--- src/rtl/dsc_pkg.sv ---
// Shared types, codes and match tables for the page splitter.
`default_nettype none

package dsc_pkg;

  // Parser phases.
  typedef enum logic [3:0] {
    PH_HEADER     = 4'd0,
    PH_HDR_SKIP   = 4'd1,
    PH_LINE_START = 4'd2,
    PH_COPY       = 4'd3,
    PH_PCT1       = 4'd4,
    PH_PCT2       = 4'd5,
    PH_MATCH_P    = 4'd6,
    PH_MATCH_T    = 4'd7,
    PH_SKIP       = 4'd8,
    PH_DONE       = 4'd9,
    PH_ERROR      = 4'd10
  } phase_t;

  // Result kinds.
  localparam logic [1:0] KIND_BYTE    = 2'd0;
  localparam logic [1:0] KIND_PAGE    = 2'd1;
  localparam logic [1:0] KIND_TRAILER = 2'd2;
  localparam logic [1:0] KIND_ERROR   = 2'd3;

  // Characters that steer the parser.
  localparam logic [7:0] CH_LF      = 8'h0A;
  localparam logic [7:0] CH_PERCENT = 8'h25;
  localparam logic [7:0] CH_UPPER_P = 8'h50;
  localparam logic [7:0] CH_UPPER_T = 8'h54;

  // Lengths of the three match strings.
  localparam logic [3:0] HDR_LEN   = 4'd11;
  localparam logic [3:0] PAGE_LEN  = 4'd4;
  localparam logic [3:0] TRAIL_LEN = 4'd6;

  // One result leaving the parser.
  typedef struct packed {
    logic       valid;
    logic [1:0] kind;
    logic [7:0] data;
    logic       prologue;
  } res_t;

  // Parser status seen by the top level.
  typedef struct packed {
    logic done;
    logic failed;
  } stat_t;

  // "%!PS-Adobe-"
  function automatic logic [7:0] hdr_char(input logic [3:0] idx);
    logic [7:0] c;
    unique case (idx)
      4'd0:    c = 8'h25;
      4'd1:    c = 8'h21;
      4'd2:    c = 8'h50;
      4'd3:    c = 8'h53;
      4'd4:    c = 8'h2D;
      4'd5:    c = 8'h41;
      4'd6:    c = 8'h64;
      4'd7:    c = 8'h6F;
      4'd8:    c = 8'h62;
      4'd9:    c = 8'h65;
      4'd10:   c = 8'h2D;
      default: c = 8'h00;
    endcase
    return c;
  endfunction

  // "age:" (the leading 'P' is checked on its own)
  function automatic logic [7:0] page_char(input logic [3:0] idx);
    logic [7:0] c;
    unique case (idx)
      4'd0:    c = 8'h61;
      4'd1:    c = 8'h67;
      4'd2:    c = 8'h65;
      4'd3:    c = 8'h3A;
      default: c = 8'h00;
    endcase
    return c;
  endfunction

  // "railer" (the leading 'T' is checked on its own)
  function automatic logic [7:0] trail_char(input logic [3:0] idx);
    logic [7:0] c;
    unique case (idx)
      4'd0:    c = 8'h72;
      4'd1:    c = 8'h61;
      4'd2:    c = 8'h69;
      4'd3:    c = 8'h6C;
      4'd4:    c = 8'h65;
      4'd5:    c = 8'h72;
      default: c = 8'h00;
    endcase
    return c;
  endfunction

endpackage

`default_nettype wire

--- src/rtl/dsc_parser.sv ---
// Parser state machine: holds the stream state and forms at most one result per byte.
`default_nettype none

module dsc_parser
  import dsc_pkg::*;
(
  input  wire logic       clk,
  input  wire logic       rst,
  input  wire logic       step,
  input  wire logic [7:0] byte_in,
  input  wire logic       eof,
  output res_t            res,
  output stat_t           stat
);

  phase_t     phase, phase_next;
  logic [3:0] match_pos, match_pos_next;
  logic       prologue, prologue_next;
  logic       seg_matched, seg_matched_next;
  logic       trl_matched, trl_matched_next;

  logic live;
  logic active;
  logic hdr_miss;
  logic page_miss;
  logic trail_miss;

  // The result depends only on the held byte, its end-of-file flag and the state,
  // so the caller can decide from it whether the byte may step the state.
  assign live       = (phase != PH_DONE) && (phase != PH_ERROR);
  assign active     = step && live;
  assign hdr_miss   = (match_pos >= HDR_LEN) || (byte_in != hdr_char(match_pos));
  assign page_miss  = (match_pos >= PAGE_LEN) || (byte_in != page_char(match_pos));
  assign trail_miss = (match_pos >= TRAIL_LEN) || (byte_in != trail_char(match_pos));

  // Next state.
  always_comb begin
    phase_next       = phase;
    match_pos_next   = match_pos;
    prologue_next    = prologue;
    seg_matched_next = seg_matched;
    trl_matched_next = trl_matched;
    if (active) begin
      if (eof) begin
        phase_next = PH_ERROR;
      end else begin
        unique case (phase)
          PH_HEADER: begin
            if (hdr_miss) begin
              phase_next = PH_ERROR;
            end else if (match_pos == HDR_LEN - 4'd1) begin
              match_pos_next = 4'd0;
              phase_next     = PH_HDR_SKIP;
            end else begin
              match_pos_next = match_pos + 4'd1;
            end
          end
          PH_HDR_SKIP: begin
            if (byte_in == CH_LF) phase_next = PH_LINE_START;
          end
          PH_LINE_START: begin
            if (byte_in == CH_PERCENT) phase_next = PH_PCT1;
            else if (byte_in == CH_LF) phase_next = PH_LINE_START;
            else phase_next = PH_COPY;
          end
          PH_COPY: begin
            if (byte_in == CH_LF) phase_next = PH_LINE_START;
          end
          PH_PCT1: begin
            phase_next = (byte_in == CH_PERCENT) ? PH_PCT2 : PH_SKIP;
          end
          PH_PCT2: begin
            match_pos_next = 4'd0;
            if (byte_in == CH_UPPER_P) phase_next = PH_MATCH_P;
            else if (byte_in == CH_UPPER_T) phase_next = PH_MATCH_T;
            else phase_next = PH_SKIP;
          end
          PH_MATCH_P: begin
            if (page_miss) begin
              match_pos_next = 4'd0;
              phase_next     = PH_SKIP;
            end else if (match_pos == PAGE_LEN - 4'd1) begin
              match_pos_next   = 4'd0;
              seg_matched_next = 1'b1;
              phase_next       = PH_SKIP;
            end else begin
              match_pos_next = match_pos + 4'd1;
            end
          end
          PH_MATCH_T: begin
            if (trail_miss) begin
              match_pos_next = 4'd0;
              phase_next     = PH_SKIP;
            end else if (match_pos == TRAIL_LEN - 4'd1) begin
              match_pos_next = 4'd0;
              if (prologue) begin
                phase_next = PH_ERROR;
              end else begin
                seg_matched_next = 1'b1;
                trl_matched_next = 1'b1;
                phase_next       = PH_SKIP;
              end
            end else begin
              match_pos_next = match_pos + 4'd1;
            end
          end
          PH_SKIP: begin
            if (byte_in == CH_LF) begin
              if (seg_matched) begin
                prologue_next    = 1'b0;
                seg_matched_next = 1'b0;
                phase_next       = trl_matched ? PH_DONE : PH_LINE_START;
              end else begin
                phase_next = PH_LINE_START;
              end
            end
          end
          default: phase_next = PH_ERROR;
        endcase
      end
    end
  end

  // Result for the current byte.
  always_comb begin
    res          = '0;
    res.prologue = prologue;
    if (live) begin
      if (eof) begin
        res.valid = 1'b1;
        res.kind  = KIND_ERROR;
      end else begin
        unique case (phase)
          PH_HEADER: begin
            if (hdr_miss) begin
              res.valid = 1'b1;
              res.kind  = KIND_ERROR;
            end
          end
          PH_LINE_START: begin
            if (byte_in != CH_PERCENT) begin
              res.valid = 1'b1;
              res.kind  = KIND_BYTE;
              res.data  = byte_in;
            end
          end
          PH_COPY: begin
            res.valid = 1'b1;
            res.kind  = KIND_BYTE;
            res.data  = byte_in;
          end
          PH_MATCH_T: begin
            if (!trail_miss && match_pos == TRAIL_LEN - 4'd1 && prologue) begin
              res.valid = 1'b1;
              res.kind  = KIND_ERROR;
            end
          end
          PH_SKIP: begin
            if (byte_in == CH_LF && seg_matched) begin
              res.valid = 1'b1;
              res.kind  = trl_matched ? KIND_TRAILER : KIND_PAGE;
            end
          end
          default: res.valid = 1'b0;
        endcase
      end
    end
  end

  assign stat.done   = (phase == PH_DONE);
  assign stat.failed = (phase == PH_ERROR);

  always_ff @(posedge clk) begin
    if (rst) begin
      phase       <= PH_HEADER;
      match_pos   <= 4'd0;
      prologue    <= 1'b1;
      seg_matched <= 1'b0;
      trl_matched <= 1'b0;
    end else begin
      phase       <= phase_next;
      match_pos   <= match_pos_next;
      prologue    <= prologue_next;
      seg_matched <= seg_matched_next;
      trl_matched <= trl_matched_next;
    end
  end

endmodule

`default_nettype wire

--- src/rtl/dsc_result_reg.sv ---
// Output register that holds one result until the consumer takes it.
`default_nettype none

module dsc_result_reg
  import dsc_pkg::*;
(
  input  wire logic       clk,
  input  wire logic       rst,
  input  res_t            res,
  output logic            load_ok,
  output logic            out_valid,
  input  wire logic       out_ready,
  output logic [1:0]      result_kind,
  output logic [7:0]      out_byte,
  output logic            was_prologue
);

  // The register can load whenever it is empty or being emptied this cycle.
  assign load_ok = !out_valid || out_ready;

  always_ff @(posedge clk) begin
    if (rst) begin
      out_valid <= 1'b0;
    end else if (load_ok) begin
      out_valid <= res.valid;
    end
  end

  always_ff @(posedge clk) begin
    if (load_ok && res.valid) begin
      result_kind  <= res.kind;
      out_byte     <= res.data;
      was_prologue <= res.prologue;
    end
  end

endmodule

`default_nettype wire

--- src/rtl/dsc_page_splitter_core.sv ---
// Top level of the page splitter: input register, parser and result register.
`default_nettype none

// Channel  Handshake             Payload
// -------  --------------------  -----------------------------------------
// input    in_valid / in_ready   in_byte[7:0], end_of_file
// output   out_valid / out_ready result_kind[1:0], out_byte[7:0], was_prologue
//
// One byte is taken per cycle while the input register is free or moving on.
// An accepted item sits in the input register, where the parser state machine
// decides on it, and its result, if any, lands in the result register on the
// edge at which the item leaves; out_valid rises with that load. Reset clears
// the valid flags and puts the parser back at the header check. A stall on the
// output only holds the input register while it carries an item that produces
// a result; bytes that are dropped keep flowing while a result waits to be
// taken.

module dsc_page_splitter_core
  import dsc_pkg::*;
(
  input  wire logic       clk,
  input  wire logic       rst,
  input  wire logic       in_valid,
  output logic            in_ready,
  input  wire logic [7:0] in_byte,
  input  wire logic       end_of_file,
  output logic            out_valid,
  input  wire logic       out_ready,
  output logic [1:0]      result_kind,
  output logic [7:0]      out_byte,
  output logic            was_prologue
);

  // Input register.
  logic       hold_valid;
  logic [7:0] hold_byte;
  logic       hold_eof;

  res_t  res;
  stat_t stat;
  logic  load_ok;
  logic  advance;

  // The held item moves on when its result, if it has one, can be stored.
  assign advance  = hold_valid && (!res.valid || load_ok);
  assign in_ready = !hold_valid || advance;

  always_ff @(posedge clk) begin
    if (rst) begin
      hold_valid <= 1'b0;
    end else if (in_ready) begin
      hold_valid <= in_valid;
    end
  end

  always_ff @(posedge clk) begin
    if (in_ready && in_valid) begin
      hold_byte <= in_byte;
      hold_eof  <= end_of_file;
    end
  end

  // The parser state steps at most once per item, when the item leaves.
  dsc_parser u_parser (
    .clk     (clk),
    .rst     (rst),
    .step    (advance),
    .byte_in (hold_byte),
    .eof     (hold_eof),
    .res     (res),
    .stat    (stat)
  );

  res_t res_gated;

  // Only results of items that actually advance are stored.
  always_comb begin
    res_gated       = res;
    res_gated.valid = res.valid && advance;
  end

  dsc_result_reg u_result (
    .clk          (clk),
    .rst          (rst),
    .res          (res_gated),
    .load_ok      (load_ok),
    .out_valid    (out_valid),
    .out_ready    (out_ready),
    .result_kind  (result_kind),
    .out_byte     (out_byte),
    .was_prologue (was_prologue)
  );

  // A format error is the last result ever produced.
  a_error_last : assert property (@(posedge clk) disable iff (rst)
    (out_valid && result_kind == KIND_ERROR) |=> (!out_valid || result_kind == KIND_ERROR))
    else $error("result after a format error");

  // Only copied bytes carry data.
  a_byte_zero : assert property (@(posedge clk) disable iff (rst)
    (out_valid && result_kind != KIND_BYTE) |-> (out_byte == 8'd0))
    else $error("nonzero byte on a non-byte result");

  // A finished or failed parser forms no results.
  a_quiet_end : assert property (@(posedge clk) disable iff (rst)
    (stat.done || stat.failed) |-> !res.valid)
    else $error("result formed after end of stream");

  // A trailer never closes the prologue.
  a_trailer_not_prologue : assert property (@(posedge clk) disable iff (rst)
    (out_valid && result_kind == KIND_TRAILER) |-> !was_prologue)
    else $error("trailer reported inside the prologue");

endmodule

`default_nettype wire
--- config.mk ---
export PLATFORM = sky130hd
export DESIGN_NAME = dsc_page_splitter_core
export DESIGN_NICKNAME = d
export VERILOG_FILES = /design/src/rtl/dsc_pkg.sv /design/src/rtl/dsc_parser.sv /design/src/rtl/dsc_result_reg.sv /design/src/rtl/dsc_page_splitter_core.sv
export SDC_FILE = /design/constraint.sdc
export NUM_CORES = 1
export LEC_CHECK = 0
export CORE_AREA = 2 2 58 82
export DETAILED_ROUTE_END_ITERATION = 8
export DIE_AREA = 0 0 60 84
export DONT_BUFFER_PORTS = 1
export GPL_ROUTABILITY_DRIVEN = 1
export PLACE_DENSITY_LB_ADDON = 0.12
export SLEW_MARGIN = 5
export SYNTH_ARGS = -nofsm -noshare
export SYNTH_HDL_FRONTEND = slang
export SYNTH_HIERARCHICAL = 1
export SYNTH_SLANG_ARGS = --single-unit
--- constraint.sdc ---
create_clock -name clk -period 4.7 [get_ports clk]
set_clock_uncertainty 0.2 [all_clocks]
set_input_delay 0.235 -clock clk [delete_from_list [all_inputs] [get_ports clk]]
set_output_delay 0.235 -clock clk [all_outputs]
set_load 0.1 [all_outputs]
# --- Word level (Yosys, flattened, before mapping) ---
# Memory sizes are Yosys's and may differ from the RTL's. A register that Yosys moved wholly into a read port is not among the register bits.
# Cells that the tools add are included.
op_classes:
  n_mux: 47
  n_reduce_logical: 31
  add_sub_neg: 1
  eq_ne: 36
  n_lt_le_gt_ge: 3
  n_bitwise: 4
op_table:
  columns: ["op", "count"]
  rows:
  - ["two-way mux 4 bit", 23]
  - ["one-hot mux 7 bit (5 select lines)", 1]
  - ["one-hot mux 4 bit (8 select lines)", 1]
  - ["one-hot mux 7 bit (4 select lines)", 1]
  - ["equality test 4 x 3 -> 1 bit (second input constant)", 6]
  - ["two-way mux 11 bit", 2]
  - ["equality test 4 x 2 -> 1 bit (second input constant)", 4]
  - ["equality test 8 x 7 -> 1 bit (second input constant)", 2]
  - ["!= test 8 x 7 -> 1 bit", 2]
  - ["one-hot mux 4 bit (4 select lines)", 1]
  - ["one-hot mux 8 bit (2 select lines)", 1]
  - ["two-way mux 3 bit", 4]
  - ["!= test 4 x 2 -> 1 bit (second input constant)", 3]
  - ["AND reduction 6 bit", 2]
  - ["logical AND 1 bit", 9]
  - ["AND reduction 9 bit", 1]
  - ["equality test 4 x 1 -> 1 bit (second input constant)", 2]
  - ["equality test 4 bit (second input constant)", 2]
  - ["equality test 8 x 4 -> 1 bit (second input constant)", 1]
  - ["equality test 8 x 6 -> 1 bit (second input constant)", 1]
  - ["greater-or-equal comparator 4 x 3 -> 1 bit (second input constant)", 2]
  - ["logical NOT 4 bit", 2]
  - ["two-way mux 8 bit", 1]
  - ["!= test 2 bit (second input constant)", 4]
  - ["21 further kinds", 44]
word_totals:
  regBits: 33
  mem_bits_ro: 112
  output_inout_bits: 13
  memories: 1
memory_table:
  columns: ["name", "depth", "width", "read_ports", "rd_ports_with_merged_regs", "wr", "line_no", "text"]
  rows:
  - ["(no name shown)", 16, 7, 1, 1, 0, "dsc_pkg.sv:55", "unique case (idx)"]

# --- Depth between registers and ports, before layout ---
logic_depth:
  ltp_word: 19
  mapped_depth: 20
  depth_no_buf: 19

# --- By module ---
# The synthesis kept the hierarchy.
modules_own_cells:
  columns: ["module", "area_each_um2", "cells_each", "instances"]
  rows:
  - ["dsc_parser", 1933.1, 267, 1]
  - ["dsc_result_reg", 385.4, 16, 1]
  - ["dsc_page_splitter_core", 350.3, 17, 1]

# --- Worst setup path before layout ---
# No wires, ideal clock.
synth_path:
  path_kind: "register -> register"
  from: "register u_parser.match_pos[0]"
  to: "register with a tool-made name"
  setup_slack_ns: 0.408
  t_arrival_ns: 3.991
  path_stages_with_launch: 19
  synth_period_minus_slack_ns: 4.292
  required_ns: 4.399
  path_cell_list: "dfxtp_1 inv_1 ha_1 buf_2 or3_1 a21oi_1 o211ai_1 nor4b_1 nand4_1 and3b_1 a31oi_1 a21boi_0 nor2b_1 nand4_1 inv_1 a221o_1 a22oi_1 nor2_1 o41ai_1"
synth_lines:
  columns: ["element", "line_no", "text"]
  rows:
  - ["start: declaration", "dsc_parser.sv:17", "logic [3:0] match_pos, match_pos_next;"]
  - ["start signal: assignment", "dsc_parser.sv:182", "match_pos <= match_pos_next;"]

==> run_results.csv <==
group,metric,value,unit
cells_and_area,mostFrequentLayoutCells,"27 x nor2_1, 22 x nand2_1, 20 x edfxtp_1",
floorplan,start_util,0.606,
clock_tree,insertion_delay,0.30,ns
floorplan,die_h,84,µm
timing,tns,0,ns
critical_path,worst-path-buf-inv,2,
critical_path,crit_chain,"ha_1 > buf_4 > or3_1 > a21oi_1 > o211ai_1 > nor4b_1 > buf_4 > nand4_1 > and3b_1 > a31oi_1 > a21boi_1 > nor2b_2 > o21ai_2 > mux2i_1 > or4_4 > and3_4 > a211oi_1",
pwr,p_comb_frac,0.105,
pwr,power.switching,0.218,mW
critical_path,cp.required,4.68,ns
placement,gp_congestion,0.912,
pwr,power.share.clock,0.347,
pwr,p_int,0.555,mW
floorplan,std_cell_rows,29,
timing,slew_headroom,0.323,
hold_path,hold_path.class,"in2reg",
critical_path,path_common_cell,"buf_4",
placement,dp_hpwl,4.38,mm
timing,drv_slew,0,
clock_tree,path_clk_slew,0.08,ns
critical_path,path_max_fanout,11,
global_route,grt_start_max_net_pins,18,
floorplan,fp.dieW,60,µm
synth,syn_inst,298,
timing,setup_viol,0,
route,drt_pass1_iterations,4,
placement,dpl_cell_area,0.00272,mm²
clock_tree,cts-root-buf,"clkbuf_8",
route,ant_nets,0,
timing,worstMarginPinSlew,1.01,ns
timing,finalHoldViolCount,0,
global_route,busiest_layer,"met2",
clock_tree,cts_sinks,40,
floorplan,die_area,0.00504,mm²
critical_path,arrival,4.35,ns
synth,ys_warn_count,6,
global_route,grt_first_pass_wirelength,10.5,mm
pwr,power_density,259,mW/mm²
cells_and_area,antenna_cells,0,
pwr,p_leak,1.08,nW
job,cap_violations,0,
synth,syn-cell-area,0.00266,mm²
pwr,seq_power_share,0.548,
global_route,grt_use_met1,0.319,
route,drtIter0Drc,154,
clock_tree,cts_inserted_buffers,5,
placement,portBuffers,0,
global_route,antenna_found_initial,0,
critical_path,critPathSlowestCell,"or4_4",
timing,min_period,4.37,ns
route,drc,0,
critical_path,critPathLaunchType,"register",
pwr,ir_drop,252,µV
floorplan,core_area,0.00439,mm²
critical_path,critical_path.top_delay_family,"simple AND/OR/NAND/NOR gates",
cells_and_area,layout_commonest_cell,"nor2_1",
cells_and_area,syn2layout_area_growth,12.1,%
placement,dp_worst_setup_slack,0.0941,ns
global_route,grt_pass1_vias,2212,
global_route,grt.overflow.total,0,
clock_tree,htreeDepth,2,
critical_path,path_class,"reg2reg",
cells_and_area,postLayoutCoreUtil,0.679,
pwr,swShare,0.282,
route,totalWireLength,6.27,mm
route,wl_per_cell,16.9,µm
route,avgViaCountPerCell,6.19,
global_route,track_usage,0.275,
floorplan,ioPinCount,26,
synth,synth_fp_nets,319,
timing,rsz0062_at_grt,"false",
cells_and_area,fin_area,0.00298,mm²
synth,syn_area_per_cell,8.93,µm²
run_status,status,"finished, final reports clean",
critical_path,slowest_delay,0.51,ns
global_route,use_met2,0.479,
timing,max_clock_freq,229,MHz
critical_path,endpoint_kind,"register",
clock_tree,clk_path_buf_depth,2,
cells_and_area,drive_gt1_frac,0.136,
timing,setup_slack,0.330,ns
route,vias,2290,
cells_and_area,nNetsFinal,328,
timing,period_share,0.930,
clock_tree,cts_tree,"built",
global_route,met3_usage,0.0434,
-- worst paths after layout --
kind	start	end	slack, ns	cells past startpoint
max	u_parser/match_pos[0]$_SDFFE_PP0P_	register	0.33	17
min	rst	u_parser/match_pos[0]$_SDFFE_PP0P_	0.007	2
max reg2reg	u_parser/match_pos[0]$_SDFFE_PP0P_	register	0.33	17
min reg2reg	u_parser/prologue$_SDFFE_PP1P_	u_parser/prologue$_SDFFE_PP1P_	0.35	2
-- layout make-up --
type,instances,area (µm²)
clock buffer,6,93.8
clock inverter,2,16.3
fill,354,1410
inverter,13,48.8
multi-input combinational,222,1530
sequential,40,1000
tap,62,77.6
timing repair buffer,25,218
-- power groups by stage --
| stage | sequential, mW | clock [mW] | combinational [mW] |
|---|---|---|---|
| after CTS | 0.424 | 0.277 | 0.0789 |
| after global placement | 0.431 | 0 | 0.0684 |
| after detailed placement | 0.432 | 0 | 0.0685 |
| after global routing | 0.426 | 0.289 | 0.0894 |
| final | 0.424 | 0.268 | 0.0809 |
| after floorplan | 0.423 | 0 | 0.0600 |
-- per-stage QoR --
| stage | power [mW] | instances | hold WS (ns) |
|---|---|---|---|
| after floorplan | 0.483 | 298 | 0.0974 |
| after global placement | 0.500 | 350 | 0.100 |
| after detailed placement | 0.500 | 350 | 0.101 |
| after CTS | 0.779 | 370 | 0.0168 |
| after global routing | 0.805 | 370 | 0.00582 |
| final | 0.773 | 370 | 0.00654 |
-- routing by layer --
metal  part of all wire  vias up
met4              0.031        0
met3              0.041       16
met2               0.53       77
met5                  0        -
li1                   -     1097
met1               0.39     1100
-- timing repair --
action,4_1_cts,5_1_grt
hold endpoints to repair,26,0
setup buffers,0,0
hold buffers,12,0
gates resized for setup,0,9
setup endpoints to repair,0,6
No activity file was read; power rests on OpenSTA's default activity.
